### src/design/dspg_pkg.sv
// ----------------------------------------------------------------------------
// dspg_pkg: shared types and constants of the dda step pulse generator
// field widths, beat kinds and the control struct between controller and lanes
// ----------------------------------------------------------------------------
package dspg_pkg;

    localparam int KIND_W         = 2;
    localparam int MOTOR_W        = 2;
    localparam int INC_W          = 31;
    localparam int CORR_W         = 20;
    localparam int TICKS_W        = 24;
    localparam int DEPTH_W        = 31;
    localparam int ACC_W          = 32;
    localparam int MASK_W         = 4;
    localparam int DEF_MOTOR_COUNT = 4;

    // unity scale factor in Q4.16
    localparam logic [CORR_W-1:0] CORR_ONE = CORR_W'(20'h10000);

    // beat kinds
    localparam logic [KIND_W-1:0] KIND_TICK  = 2'd0;
    localparam logic [KIND_W-1:0] KIND_STAGE = 2'd1;
    localparam logic [KIND_W-1:0] KIND_LINE  = 2'd2;
    localparam logic [KIND_W-1:0] KIND_DWELL = 2'd3;

    typedef struct packed {
        logic [KIND_W-1:0]  kind;
        logic [MOTOR_W-1:0] motor;
        logic [INC_W-1:0]   increment;
        logic               direction;
        logic               correct_flag;
        logic [CORR_W-1:0]  correction;
        logic [TICKS_W-1:0] ticks;
        logic [DEPTH_W-1:0] depth;
    } t_in_item;

    typedef struct packed {
        logic [MASK_W-1:0] step_mask;
        logic [MASK_W-1:0] dir_mask;
        logic              busy_res;
        logic              segment_done;
        logic              rejected;
    } t_out_item;

    // commands from the controller to every motor lane
    typedef struct packed {
        logic               tick_run;
        logic               start_line;
        logic [DEPTH_W-1:0] depth;
    } t_lane_ctl;

    // what one lane hands back
    typedef struct packed {
        logic step;
        logic dir;
    } t_lane_res;

endpackage

### src/design/dspg_ctrl.sv
// ----------------------------------------------------------------------------
// dspg_ctrl: segment controller
// tick down counter, run depth, dwell flag, start decode and rejection
// ----------------------------------------------------------------------------
module dspg_ctrl #(
    parameter int MOTOR_COUNT = dspg_pkg::DEF_MOTOR_COUNT
) (
    input  logic                      i_clk,
    input  logic                      i_rst_n,
    input  logic                      i_fire,
    input  dspg_pkg::t_in_item        i_item,
    output dspg_pkg::t_lane_ctl       o_ctl,
    output logic [MOTOR_COUNT-1:0]    o_stage_sel,
    output logic                      o_busy,
    output logic                      o_done,
    output logic                      o_rejected
);
    import dspg_pkg::*;

    logic [TICKS_W-1:0] r_count, n_count;
    logic [DEPTH_W-1:0] r_depth, n_depth;
    logic               r_dwell, n_dwell;
    logic               w_busy;

    assign w_busy = (r_count != '0);

    always_comb begin
        n_count          = r_count;
        n_depth          = r_depth;
        n_dwell          = r_dwell;
        o_ctl.tick_run   = 1'b0;
        o_ctl.start_line = 1'b0;
        o_done           = 1'b0;
        o_rejected       = 1'b0;
        for (int m = 0; m < MOTOR_COUNT; m++) begin
            o_stage_sel[m] = i_fire && (i_item.kind == KIND_STAGE) &&
                             (int'(i_item.motor) == m);
        end
        if (i_fire) begin
            case (i_item.kind)
                KIND_TICK: begin
                    if (w_busy) begin
                        n_count        = r_count - TICKS_W'(1);
                        o_done         = (n_count == '0);
                        o_ctl.tick_run = !r_dwell;
                    end
                end
                KIND_STAGE: begin
                    // handled in the lanes
                end
                KIND_LINE, KIND_DWELL: begin
                    if (w_busy) begin
                        o_rejected = 1'b1;
                    end else if (i_item.kind == KIND_LINE) begin
                        n_count          = i_item.ticks;
                        n_depth          = i_item.depth;
                        n_dwell          = 1'b0;
                        o_ctl.start_line = 1'b1;
                    end else begin
                        n_count = i_item.ticks;
                        n_dwell = 1'b1;
                    end
                end
                default: begin
                end
            endcase
        end
        // a line start reloads with the new depth, ticks use the running one
        o_ctl.depth = o_ctl.start_line ? i_item.depth : r_depth;
        o_busy      = (n_count != '0);
    end

    always_ff @(posedge i_clk) begin
        if (!i_rst_n) begin
            r_count <= '0;
            r_depth <= '0;
            r_dwell <= 1'b0;
        end else begin
            r_count <= n_count;
            r_depth <= n_depth;
            r_dwell <= n_dwell;
        end
    end

endmodule

### config.mk
export PLATFORM = sky130hd
export DESIGN_NAME = dspg_ctrl
export DESIGN_NICKNAME = d
export VERILOG_FILES = /design/src/design/dspg_pkg.sv /design/src/design/dspg_ctrl.sv
export SDC_FILE = /design/constraint.sdc
export NUM_CORES = 1
export LEC_CHECK = 0
export BUFFER_PORTS_ARGS = -buffer_cell sky130_fd_sc_hd__buf_2
export CAP_MARGIN = 20
export CORE_AREA = 5 5 91 93
export CTS_BUF_LIST = sky130_fd_sc_hd__clkbuf_4 sky130_fd_sc_hd__clkbuf_8 sky130_fd_sc_hd__clkbuf_16
export DETAILED_ROUTE_END_ITERATION = 8
export DIE_AREA = 0 0 96 98
export GPL_TIMING_DRIVEN = 0
export PLACE_DENSITY = 0.8
export SLEW_MARGIN = 0
export SYNTH_ARGS = -nofsm -noshare
export SYNTH_HDL_FRONTEND = slang
export SYNTH_SLANG_ARGS = --single-unit
### constraint.sdc
create_clock -name i_clk -period 3.7 [get_ports i_clk]
set_clock_uncertainty 0.15 [all_clocks]
set_input_delay 0.37 -clock i_clk [delete_from_list [all_inputs] [get_ports i_clk]]
set_output_delay 0.37 -clock i_clk [all_outputs]
set_load 0.02 [all_outputs]
# After elaboration in Yosys (flattened, before gate mapping)
# Index checks and enable logic that the tools add are counted.
# op_classes
n_addsub	1
eq_ne	6
mux	18
bitwise	1
reduce_logical	14
# op_table
op	count
$mux 24	3
$pmux 24 s2	1
$reduce_bool 24->1	2
$mux 31	1
$logic_not 24->1	1
$sub 24x1->24 const B	1
$mux 1	12
$eq 2x2->1 const B	4
$logic_and 1x1->1	5
$eq 2x1->1 const B	2
$logic_not 2->1	2
$reduce_and 4->1	1
$reduce_and 3->1	1
$mux 2	1
$reduce_or 2->1	1
$logic_not 1->1	1
$not 1->1	1
# totals
register_bits	56
input_bits	115
output_inout_bits	40
word_cells	43

# Logic depth before layout (Yosys ltp)
# logic_depth
word_depth	6
ltp_mapped	11
mapped_depth_nobuf	9

# Worst setup path after synthesis
# Ideal clock, no wire load.
# synth_path
path_kind	reg2out
startpoint	register r_count[0]
endpoint	output port o_busy
arrival_time_ns	2.641
required_ns	3.180
setup_slack_ns	0.539
stages_incl_launch_ff	10
cell_sequence	dfxtp_1 inv_1 ha_1 or4b_2 nor3_4 a21oi_1 o21a_1 a211o_1 nor3_1 nand4_1
# synth_via
elab_chain_cells	5
elab_cells_between_ends	7
classes_between	add/sub: 1; mux: 4; reduce/logical: 2
# synth_rtl
element	line	source
from (decl)	dspg_ctrl.sv:20	logic [TICKS_W-1:0] r_count, n_count;
from (signal assigned)	dspg_ctrl.sv:79	r_count <= n_count;
$sub 24x1->24 / $reduce_bool 24->1 (equally long branches)	dspg_ctrl.sv:43, dspg_ctrl.sv:25	
$mux 24, on equally long branches	dspg_ctrl.sv:42, dspg_ctrl.sv:52	
$pmux 24 s2	dspg_ctrl.sv:40	case (i_item.kind)
$mux 24 *	dspg_ctrl.sv:39	if (i_fire) begin
$reduce_bool 24->1 *	dspg_ctrl.sv:70	o_busy = (n_count != '0);
to (decl)	dspg_ctrl.sv:14	output logic o_busy,
# Every way passes the cells marked *; elsewhere a longest branch is shown, timed or not.

# Worst setup path after layout
# layout_path
startpoint	register r_count[17]
endpoint	output port o_busy
# Same word-level chain as after synthesis.

==> reports/results.tsv <==
stage	metric	value	unit
run_status	status	finished clean	
critical_path	crit path to	o_busy	
power_and_ir_drop	Reg power frac	17.8	%
critical_path	cell chain of the critical path	or4_4 -> buf_6 -> nor3_4 -> buf_6 -> a211oi_2 -> a221o_1 -> a211o_1 -> nor4_4 -> nand4_1 -> buf_6	
synth	cell taking the most area after synthesis	dfxtp_1	
sta	fin. max-slew vios	0	
synth	post-synthesis sequential area ratio	32.7	%
job	max cap viols	0	
routing	vias	4161	
clock_network	htree depth	2	
clock_network	Hold Buf Count CTS	0	
sta	Hold Slack	150	ps
synth	Synth Flop Type	dfxtp_1	
critical_path	R2R Setup Slk	1020	ps
sta	RSZ-0062 raised after global routing	true	
clock_network	Max Buffers Root-to-Sink	2	
power_and_ir_drop	maximum VDD drop	545	µV
clock_network	clock sink count	56	
synth	ranking of synthesized cells by area	dfxtp_1 33%, nand2_1 13%, a21oi_1 7.4%	
placed_design	Placer Congestion	1.01	
critical_path	critical path's largest stage delay	540	ps
synth	Async SR Flop Fraction	0	%
floorplan	# rows	32	
floorplan	die width	96	µm
critical_path	R2R Path End	r_depth[25]	
min_path	worst hold path class	in2reg	
sta	crit path time final	3670	ps
routing	number of remaining DRC errors	0	
floorplan	I/O pins	155	
layout	layout cells sized above 1	30.8	%
clock_network	CTS tree	built	
critical_path	Reg2Reg Launch Point	r_count[6]	
power_and_ir_drop	Tot Pwr	5.24	mW
critical_path	Req. time, crit path	3180	ps
critical_path	Data arrival, critical path	3150	ps
sta	Relative slew margins	56.1	%
critical_path	CP Launch Point	r_count[17]	
synth	synthesized net count	593	
floorplan	die area	9410	µm²
clock_network	worst-skew pair later-pin latency	320	ps
sta	Achievable Freq	272	MHz
critical_path	Setup CP Type	reg2out	
critical_path	cells on worst reg2reg path	10	
power_and_ir_drop	Clock power frac	7.0	%
sta	Final period util	99.3	%
synth	EDFF count, synth	0	
power_and_ir_drop	total leakage power	2.08	nW
power_and_ir_drop	Gate power share	75.2	%
sta	TNS Setup	0	ps
placed_design	pre-CTS setup slack	-147	ps
grt	GRT Util Overall	25.8	%
routing	First-pass DRT Iterations	7	
routing	Routed Antenna Nets	0	
sta	setup ws final	25.3	ps
power_and_ir_drop	P per Cell Area	1170	nW/µm²
layout	Area Overhead vs Synth	31.0	%
floorplan	total core area	7450	µm²
routing	WL/cell	17.9	µm
clock_network	number of buffers created by CTS	5	
synth	Cell Area, Synth	3430	µm²
sta	# setup viols final	0	
grt	first-pass GRT wire length	19100	µm
critical_path	crit end category	primary output	
synth	Avg Cell Area, Syn	7.22	µm²
layout	ANT cells	0	
placed_design	dpl hpwl	9180	µm
synth	Mapped Cells	475	
grt	Overflow after GRT	0	
placed_design	Port Buffers	101	
power_and_ir_drop	Power Internal	2.49	mW
sta	final hold violations	0	
floorplan	Initial Utilization	46.1	%
critical_path	CP most frequent cell	buf_6	
synth	top cell type's share of synthesized area	32.7	%
power_and_ir_drop	Sw Share	52.5	%
sta	worst-margin pin slew	653	ps
synth	synth unique cells	63	
clock_network	clk slew on worst S/H paths	110	ps
critical_path	slowest cell on the critical path	or4_4	
synth	Seq cells post-synth	56	
synth	YS warnings	0	
grt	vias in the first global route	3774	
critical_path	Worst setup SP type	flop	
layout	fin nets	717	
power_and_ir_drop	Psw	2.75	mW
floorplan	Die Y	98	µm
grt	maximum number of pins on one net before global-route repair	20	
routing	initial DRC count	449	
grt	initial antenna violation count	0	
clock_network	clk root buf	clkbuf_8	
critical_path	Max FO, Critical Path	7	
routing	drt via density	5.93	
routing	Total Routed Length	12600	µm
[power groups by stage]
stage / Combinational [mW] / Clock, mW / Sequential (mW)
after detailed placement: 3.14 / 0 / 0.885
after global routing: 4.21 / 0.394 / 0.946
after floorplan: 2.30 / 0 / 0.843
final: 3.94 / 0.369 / 0.934
after CTS: 3.43 / 0.377 / 0.879
after global placement: 3.10 / 0 / 0.880
[worst min-delay path by stage]
stage | from | depth (start not counted) | slack, ps | to
after global routing | i_item[9] | 3 | 150 | r_depth[9]
after CTS | i_item[41] | 3 | 140 | r_count[10]
after global placement | r_dwell | 2 | 290 | r_dwell
after detailed placement | r_depth[15] | 2 | 300 | r_depth[15]
after floorplan | r_dwell | 2 | 280 | r_dwell
final | i_item[23] | 3 | 150 | r_depth[23]
[kinds of logic after synthesis]
group	share of synthesized area, %
buffers and inverters	5.84
and+or+nand+nor	35.7
adders and majority gates	1.09
xor gates and xnor gates	1.28
AOI/OAI and AO/OA	23.1
muxes	0.292
DFF	32.7
[metal layers]
layer / vias to the layer above / global-route usage (%) / part of all wire (%) / routed length [µm]
met4: 0 / 10.3 / 3.5 / 439
met3: 47 / 7.63 / 11 / 1410
li1: 1953 / - / - / -
met5: - / 0 / 0 / 0
met2: 276 / 39.2 / 46 / 5750
met1: 1885 / 34.0 / 40 / 4980
[critical path: cells and delay by family, from the launching register on]
kind | cells | cell delay (ps)
AO/OA/AOI/OAI | 3 | 670
buffers and inverters | 3 | 480
flip-flops | 1 | 390
AND/OR/NAND/NOR | 4 | 1300
[flip-flops by register name, summed over array words and instances (netlist names)]
register  count
r_dwell       1
r_count      24
r_depth      31
[Yosys cell counts (all sizes together) (3+ instances only)]
library cell    n
o21ai          12
nand4          10
ha              3
xnor2           4
nand3           7
or4             5
a31oi           8
o32ai           4
nand2b          4
a211o           4
nor4           18
buf            12
o21a            3
a21oi          52
inv             7
dfxtp          56
nand2         123
a22oi           4
a211oi          6
nor2           31
o211ai          5
and3            3
nor3           16
clkbuf         22
or3             4
nor3b           5
and2           13
[final cells by class]
cell class | count | area, µm²
plain buffers | 29 | 158
clock buffers | 5 | 68.8
clock inverters | 3 | 27.5
fillers | 731 | 2950
inverters | 7 | 31.3
multi-input cells | 378 | 2270
flip-flops and latches | 56 | 1140
well taps | 102 | 128
repair buffers | 122 | 673
[layout by cell type, fill, tap and decap left out, types with 4 or more instances in the layout]
| master | count |
|---|---|
| clkbuf_2 | 4 |
| o32ai_1 | 4 |
| or4_1 | 4 |
| xnor2_1 | 4 |
| clkbuf_1 | 14 |
| a21oi_1 | 50 |
| nand2_1 | 123 |
| nor4_1 | 12 |
| nor3_1 | 13 |
| nand2b_1 | 4 |
| a211o_1 | 4 |
| a22oi_1 | 4 |
| buf_6 | 4 |
| o21ai_0 | 10 |
| nand3_1 | 6 |
| buf_4 | 25 |
| buf_2 | 102 |
| o211ai_1 | 5 |
| inv_1 | 4 |
| a31oi_1 | 8 |
| nand4_1 | 9 |
| dfxtp_1 | 52 |
| nor2_1 | 30 |
| dfxtp_4 | 4 |
| and2_1 | 11 |
| clkbuf_8 | 5 |
[timing repair]
item / in CTS / in global routing
pin swaps: 3 / 12
buffers inserted: 5 / 15
hold endpoints to repair: 0 / 0
resized for setup: 16 / 43
endpoints found under the setup margin: 2 / 2
[per-stage QoR]
step	std cells	utilization, %	instance area [µm²]
floorplan	475	-	3430
global placement	678	54.6	4060
detailed placement	679	54.7	4070
CTS	691	57.3	4270
global route	702	60.3	4490
finish	702	60.3	4490
No activity file was read; power rests on OpenSTA's default activity.
