===== config.mk =====
export PLATFORM = sky130hd
export DESIGN_NAME = dspg_lane
export DESIGN_NICKNAME = d
export VERILOG_FILES = /design/src/design/dspg_pkg.sv /design/src/design/dspg_lane.sv
export SDC_FILE = /design/constraint.sdc
export NUM_CORES = 2
export LEC_CHECK = 0
export BUFFER_PORTS_ARGS = -buffer_cell sky130_fd_sc_hd__buf_2
export CORE_UTILIZATION = 35
export DETAILED_ROUTE_END_ITERATION = 8
export PLACE_DENSITY_LB_ADDON = 0.1
export SLEW_MARGIN = 30
export SYNTH_ARGS = -nofsm -noshare
export SYNTH_HDL_FRONTEND = slang
export SYNTH_SLANG_ARGS = --single-unit

===== constraint.sdc =====
create_clock -name i_clk -period 12.7 [get_ports i_clk]
set_input_delay 2.54 -clock i_clk [delete_from_list [all_inputs] [get_ports i_clk]]
set_output_delay 2.54 -clock i_clk [all_outputs]
set_load 0.05 [all_outputs]

===== src/design/dspg_pkg.sv =====
// ----------------------------------------------------------------------------
// dspg_pkg: shared types and constants of the dda step pulse generator
// field widths, beat kinds and the control struct between controller and lanes
// ----------------------------------------------------------------------------
package dspg_pkg;

    localparam int KIND_W         = 2;
    localparam int MOTOR_W        = 2;
    localparam int INC_W          = 31;
    localparam int CORR_W         = 20;
    localparam int TICKS_W        = 24;
    localparam int DEPTH_W        = 31;
    localparam int ACC_W          = 32;
    localparam int MASK_W         = 4;
    localparam int DEF_MOTOR_COUNT = 4;

    // unity scale factor in Q4.16
    localparam logic [CORR_W-1:0] CORR_ONE = CORR_W'(20'h10000);

    // beat kinds
    localparam logic [KIND_W-1:0] KIND_TICK  = 2'd0;
    localparam logic [KIND_W-1:0] KIND_STAGE = 2'd1;
    localparam logic [KIND_W-1:0] KIND_LINE  = 2'd2;
    localparam logic [KIND_W-1:0] KIND_DWELL = 2'd3;

    typedef struct packed {
        logic [KIND_W-1:0]  kind;
        logic [MOTOR_W-1:0] motor;
        logic [INC_W-1:0]   increment;
        logic               direction;
        logic               correct_flag;
        logic [CORR_W-1:0]  correction;
        logic [TICKS_W-1:0] ticks;
        logic [DEPTH_W-1:0] depth;
    } t_in_item;

    typedef struct packed {
        logic [MASK_W-1:0] step_mask;
        logic [MASK_W-1:0] dir_mask;
        logic              busy_res;
        logic              segment_done;
        logic              rejected;
    } t_out_item;

    // commands from the controller to every motor lane
    typedef struct packed {
        logic               tick_run;
        logic               start_line;
        logic [DEPTH_W-1:0] depth;
    } t_lane_ctl;

    // what one lane hands back
    typedef struct packed {
        logic step;
        logic dir;
    } t_lane_res;

endpackage


===== src/design/dspg_lane.sv =====
// ----------------------------------------------------------------------------
// dspg_lane: one motor lane
// staged values, run increment, accumulator with correction scaling
// ----------------------------------------------------------------------------
module dspg_lane (
    input  logic                 i_clk,
    input  logic                 i_rst_n,
    input  logic                 i_stage,
    input  dspg_pkg::t_in_item   i_item,
    input  dspg_pkg::t_lane_ctl  i_ctl,
    output dspg_pkg::t_lane_res  o_res
);
    import dspg_pkg::*;

    localparam int PROD_W = ACC_W + CORR_W;
    localparam int SHR_W  = PROD_W - 16;

    logic [ACC_W-1:0]  r_acc, n_acc;
    logic [INC_W-1:0]  r_run_inc;
    logic [INC_W-1:0]  r_stg_inc;
    logic              r_stg_dir;
    logic              r_stg_cflag;
    logic [CORR_W-1:0] r_stg_corr;
    logic              r_prev_dir;

    logic [ACC_W-1:0]  w_sum;
    logic              w_tick_step;
    logic [ACC_W-1:0]  w_tick_acc;
    logic [ACC_W-1:0]  w_mag;
    logic [PROD_W-1:0] w_prod;
    logic [SHR_W-1:0]  w_shr;
    logic              w_ovf;
    logic [ACC_W-1:0]  w_sat;
    logic [ACC_W-1:0]  w_scaled;
    logic [ACC_W-1:0]  w_start_acc;
    logic              w_load;

    // tick: add increment, step and pull back by depth when above zero
    assign w_sum       = r_acc + {1'b0, r_run_inc};
    assign w_tick_step = (w_sum != '0) && !w_sum[ACC_W-1];
    assign w_tick_acc  = w_tick_step ? (w_sum - {1'b0, i_ctl.depth}) : w_sum;

    // start: scale magnitude by Q4.16, truncate toward zero, saturate
    assign w_mag   = r_acc[ACC_W-1] ? (~r_acc + ACC_W'(1)) : r_acc;
    assign w_prod  = PROD_W'(w_mag) * PROD_W'(r_stg_corr);
    assign w_shr   = w_prod[PROD_W-1:16];
    assign w_ovf   = (w_shr[SHR_W-1:ACC_W-1] != '0);

    always_comb begin
        if (r_acc[ACC_W-1]) begin
            w_sat = w_ovf ? {1'b1, {(ACC_W-1){1'b0}}} : (~w_shr[ACC_W-1:0] + ACC_W'(1));
        end else begin
            w_sat = w_ovf ? {1'b0, {(ACC_W-1){1'b1}}} : w_shr[ACC_W-1:0];
        end
    end

    assign w_scaled    = r_stg_cflag ? w_sat : r_acc;
    // direction change reload, modulo 2^32
    assign w_start_acc = (r_stg_dir != r_prev_dir)
                       ? (ACC_W'(0) - ({1'b0, i_ctl.depth} + w_scaled)) : w_scaled;
    assign w_load      = i_ctl.start_line && (r_stg_inc != '0);

    always_comb begin
        n_acc = r_acc;
        if (w_load) begin
            n_acc = w_start_acc;
        end else if (i_ctl.tick_run) begin
            n_acc = w_tick_acc;
        end
    end

    always_ff @(posedge i_clk) begin
        if (!i_rst_n) begin
            r_acc       <= '0;
            r_run_inc   <= '0;
            r_stg_inc   <= '0;
            r_stg_dir   <= 1'b0;
            r_stg_cflag <= 1'b0;
            r_stg_corr  <= CORR_ONE;
            r_prev_dir  <= 1'b0;
        end else begin
            r_acc <= n_acc;
            if (i_stage) begin
                r_stg_inc <= i_item.increment;
                r_stg_dir <= i_item.direction;
                if (i_item.correct_flag) begin
                    r_stg_cflag <= 1'b1;
                    r_stg_corr  <= i_item.correction;
                end
            end
            if (i_ctl.start_line) begin
                r_run_inc <= r_stg_inc;
            end
            if (w_load) begin
                r_stg_cflag <= 1'b0;
                r_prev_dir  <= r_stg_dir;
            end
        end
    end

    assign o_res.step = i_ctl.tick_run && w_tick_step;
    assign o_res.dir  = w_load ? r_stg_dir : r_prev_dir;

endmodule


# Word level (Yosys, flattened, before mapping)
# Cells that the tools add are included.
[word_totals]
romBits = 0
n_memories = 0
out_inout_bits = 2
latchBits = 0
mem_bits_rw = 0
input_bits = 148
elab_cells = 38
regBits = 117
[op_classes]
mul = 1
n_reduce_logical = 10
magnitude_cmp = 0
n_addsub = 6
n_div = 0
shifts = 0
n_bitwise = 3
mux = 10
eq_ne = 1
[op_table]
columns = ["operator", "n"]
rows = [
  ["$mux 32", 9],
  ["$add 32x1->32 const B", 2],
  ["$not 32->32", 2],
  ["$mul 32x20->52", 1],
  ["$add 31x32->32", 1],
  ["$add 32x31->32", 1],
  ["$reduce_bool 32->1", 1],
  ["$sub 1x32->32 const A", 1],
  ["$sub 32x31->32", 1],
  ["$reduce_bool 31->1", 1],
  ["$reduce_bool 5->1", 1],
  ["$logic_and 1x1->1", 3],
  ["$reduce_and 2->1", 1],
  ["$reduce_bool 2->1", 1],
  ["$reduce_or 2->1", 1],
  ["$logic_not 1->1", 1],
  ["$mux 1", 1],
  ["$ne 1x1->1", 1],
  ["$not 1->1", 1],
]

# Longest topological paths before layout
[logic_depth]
depth_word = 13
mapped_depth = 55
ltp_nobuf = 51

# Worst setup path after synthesis
# Ideal clock, no wire load.
[synth_timing]
kind = "reg-to-reg"
startpoint = "reg r_acc[5]"
endpoint = "reg r_acc[31]"
t_arrival_ns = 12.441
setup_ns = 0.070
required_time_ns = 12.630
period_less_slack_ns = 12.511
n_path_buf = 3
path_stages_with_launch = 55
setup_slack_ns = 0.189
cell_sequence = "dfxtp_1 -> nor4_1 -> nand2b_1 -> nor2_1 -> nand3_1 -> or3_1 -> or3_1 -> o41ai_1 -> xnor2_1 -> clkbuf_1 -> nand2_1 -> fa_1 -> inv_1 -> fa_1 -> inv_1 -> fa_1 -> inv_1 -> fa_1 -> (+19 left out) -> ha_1 -> inv_1 -> ha_1 -> inv_1 -> fa_1 -> nor2b_1 -> o2111ai_1 -> and4b_1 -> a21oi_1 -> a31oi_1 -> o21ai_0 -> a41oi_1 -> a21oi_1 -> nand2_1 -> o211ai_1 -> xnor2_1 -> o221ai_1 -> a21oi_1"
[synth_via]
elab_chain_cells = 13
elab_cells_between_ends = 22
cone_classes = "add/sub (6); mul (1); mux (9); bitwise (2); reduce/logical (4)"
[synth_lines]
columns = ["element", "line_no", "rtl"]
rows = [
  ["from (decl)", "dspg_lane.sv:18", "logic [ACC_W-1:0] r_acc, n_acc;"],
  ["from (signal assigned)", "dspg_lane.sv:82", "r_acc <= n_acc;"],
  ["$not 32->32", "dspg_lane.sv:44", "assign w_mag = r_acc[ACC_W-1] ? (~r_acc + ACC_W'(1)) : r_acc;"],
  ["$add 32x1->32", "dspg_lane.sv:44", ""],
  ["$mux 32", "dspg_lane.sv:44", ""],
  ["$mul 32x20->52", "dspg_lane.sv:45", "assign w_prod = PROD_W'(w_mag) * PROD_W'(r_stg_corr);"],
  ["$not 32->32", "dspg_lane.sv:51", "w_sat = w_ovf ? {1'b1, {(ACC_W-1){1'b0}}} : (~w_shr[ACC_W-1:0] + ACC_W'(1));"],
  ["$add 32x1->32", "dspg_lane.sv:51", ""],
  ["$mux 32", "dspg_lane.sv:51", ""],
  ["$mux 32", "dspg_lane.sv:50", "if (r_acc[ACC_W-1]) begin"],
  ["$mux 32", "dspg_lane.sv:57", "assign w_scaled = r_stg_cflag ? w_sat : r_acc;"],
  ["$add 31x32->32", "dspg_lane.sv:60", "? (ACC_W'(0) - ({1'b0, i_ctl.depth} + w_scaled)) : w_scaled;"],
  ["$sub 1x32->32", "dspg_lane.sv:60", ""],
  ["$mux 32", "dspg_lane.sv:60", ""],
  ["$mux 32 (*)", "dspg_lane.sv:65", "if (w_load) begin"],
]
# Every way passes the cells marked *; elsewhere a longest branch is shown, timed or not. The select of a mux whose other input is x is not followed.
# A chain may end at the register's enable or synchronous reset.

# Worst setup path in the final report
[layout_timing]
startpoint = "reg r_acc[8]"
endpoint = "reg r_acc[30]"
# Same word-level chain as after synthesis.

==> results.sh <==
export IMPL_synth_edf_count=0
export IMPL_antenna_found_initial=0
export IMPL_r2r_slack_ns=0.47
export IMPL_syn_nets=5014
export IMPL_die_w_um=310
export IMPL_synthCells=4043
export IMPL_fin_cells=5684
export IMPL_cts_inserted_buffers=17
export IMPL_max_clock_path_buffers=2
export IMPL_hold_viol=0
export IMPL_htreeDepth=4
export IMPL_dp_cells=5629
export IMPL_tns_ns=0
export IMPL_port_buffers=90
export IMPL_num_vias=28600
export IMPL_routabilityCongestion=0.899
export IMPL_cp_common_cell="fa_1"
export IMPL_ant_nets=0
export IMPL_cts_tree="built"
export IMPL_cts_sinks=117
export IMPL_synth_cell_types=92
export IMPL_rsz0062_at_grt="true"
export IMPL_ys_warn_count=0
export IMPL_root_buffer="clkbuf_16"
export IMPL_skew_ns=0.0365
export IMPL_critPathBufInv=12
export IMPL_min_from="r_run_inc[20]"
export IMPL_hpwlAfterDp_um=89900
export IMPL_die_y_um=310
export IMPL_async_flop_share_pct=0
export IMPL_cp_slowest_stage_delay_ns=0.56
export IMPL_synth_common_cells="640 x inv_1, 538 x fa_1, 502 x nand2_1"
export IMPL_worst_pin_slew_ns=1.06
export IMPL_viasPerCell=5.02
export IMPL_r2r_end="r_acc[30]"
export IMPL_hp_class="flop to flop"
export IMPL_grt_first_pass_wirelength_um=169000
export IMPL_drive_gt1_share_pct=18.9
export IMPL_finalCritPeriodShare_pct=96.3
export IMPL_powerDensity_nw_per_um2=263
export IMPL_insertedDiodeCount=0
export IMPL_min_to="r_run_inc[20]"
export IMPL_drv_cap=0
export IMPL_yosys_area_top_type="fa_1"
export IMPL_pin_count=150
export IMPL_setup_violations=0
export IMPL_worstSetupPathType="flop to flop"
export IMPL_cp_top_family="adder cells"
export IMPL_hold_depth=2
export IMPL_yosysMostFrequentCell="inv_1"
export IMPL_area_growth_synth_to_final_pct=21.0
export IMPL_ctsHoldBuffers=0
export IMPL_die_area_um2=96400
export IMPL_track_usage_pct=22.6
export IMPL_rr_startpoint="r_acc[8]"
export IMPL_crit_fanout=7
export IMPL_coreArea_um2=93700
export IMPL_routedWlPerCell_um=18.5
export IMPL_ys_ff_latch=117
export IMPL_firstDrtPassIters=5
export IMPL_post_route_util_pct=43.0
export IMPL_startpoint_type="flop"
export IMPL_synth_area_um2=33300
export IMPL_clk_pin_slew_ns=0.06
export IMPL_fillers=9535
export IMPL_synth_yosys_seq_area_share_pct=7.03
export IMPL_worstPathRequired_ns=13.10
export IMPL_initial_core_util_pct=35.5
export IMPL_fmax_mhz=81.7
export IMPL_slowest_stage="fa_1"
export IMPL_yosys_top_cells_area="fa_1 32%, ha_1 11%, inv_1 7.2%"
export IMPL_clkLatencyLatePin_ns=0.51
export IMPL_synthFlopType="dfxtp_1"
export IMPL_cp_arrival_ns=12.63
export IMPL_finalPower_mw=10.6
export IMPL_grt_max_degree=65
export IMPL_peakVddDrop_v=0.000204
export IMPL_drt_iter0_drc=1097
export IMPL_synth_top_area_share_pct=32.3
export IMPL_hold_ws_ns=0.502
export IMPL_gr_total_overflow=0
export IMPL_fin_crit_ns=12.23
export IMPL_drc_errors=0
export IMPL_finalMaxSlewViolations=0
export IMPL_leakage_nw=19.9
export IMPL_totalWireLength_um=105000
export IMPL_max_slew_margin_rel_pct=29.3
export IMPL_fin_nets=5388
export IMPL_rr_worst_depth=54
export IMPL_endpoint_kind="flop"
export IMPL_outcome="completed"
export IMPL_synth_avg_cell_area_um2=8.24
export IMPL_rows=112
export IMPL_grt_pass1_vias=30100
-- worst register-to-register path: cells and delay by family, from the launching register on --
family,cells,cell delay (ns)
buf+inv,12,1.30
fa+ha+maj,10,4.22
flops,1,0.33
simple gates,12,2.36
compound gates,18,3.69
xor+xnor,2,0.26
-- cell usage in the layout (no fill, tap or decap), drive strengths merged, types with 29 or more instances in the layout --
cell type,count
fa,538
xnor2,86
nor3,45
nand2,502
a21o,70
and2,334
nand3,46
dfxtp,117
mux2i,99
o21ai,154
inv,648
nor4,29
buf,571
and3,30
ha,285
nor2,178
a21oi,197
xor2,47
-- how the worst max path moves through the flow --
stage | startpoint | end | slack (ns) | cells past startpoint
after CTS | r_acc[5] | r_acc[31] | 0.002 | 57
after global routing | r_acc[8] | r_acc[30] | -0.07 | 54
final | r_acc[8] | r_acc[30] | 0.47 | 54
after floorplan | r_acc[5] | r_acc[31] | 0.19 | 54
after detailed placement | r_acc[5] | r_acc[31] | -0.71 | 57
after global placement | r_acc[5] | r_acc[31] | -0.69 | 57
-- registers in the layout (all words and copies together), names as in the netlist --
signal	flops
r_stg_inc	31
r_stg_dir	1
r_prev_dir	1
r_acc	32
r_run_inc	31
r_stg_corr	20
r_stg_cflag	1
-- through the flow --
stage,setup WS [ns],instance area (um^2)
6_report,0.466,40300
5_1_grt,-0.0673,40300
4_1_cts,0.00228,39300
3_5_place_dp,-0.708,38400
3_3_place_gp,-0.687,38400
2_1_floorplan,0.189,33300
-- report_power, final --
part | leakage, nW | internal, mW | switching, mW | total (mW)
Sequential | 0.965 | 0.404 | 0.0529 | 0.457
Clock | 0.310 | 0.318 | 0.247 | 0.565
Combinational | 18.6 | 4.39 | 5.20 | 9.59
-- area by class of cell --
class	instances	area [um^2]	area share [%]
clock buffer	17	425	1.06
multi-input combinational	3069	29000	71.8
timing repair buffer	571	4380	10.9
clock inverter	15	209	0.518
inverter	641	2410	5.97
tap	1254	1570	3.89
sequential	117	2350	5.84
-- what timing repair did --
action / CTS / global route
endpoints found under the setup margin: 18 / 19
setup buffers: 6 / 19
gates resized for setup: 53 / 150
pin swaps: 20 / 110
endpoints found under the hold margin: 0 / 0
-- per-layer routing --
layer,vias to the layer above,global-route usage (%),part of all wire (%)
met2,399,39.0,48
met4,0,5.04,1.9
met5,-,0,0
met1,14200,30.7,47
li1,13800,-,-
met3,89,1.96,2.5
-- kinds of logic after synthesis --
logic type | after synthesis | share of synthesized area (%)
adder cells (fa/ha/maj) | 823 | 43.1
AND/OR/NAND/NOR | 1318 | 19.8
AO/OA/AOI/OAI | 685 | 13.5
buffers and inverters | 857 | 9.68
flip-flops | 117 | 7.03
XOR/XNOR | 133 | 3.50
multiplexers | 110 | 3.35
No activity file was read; power rests on OpenSTA's default activity.
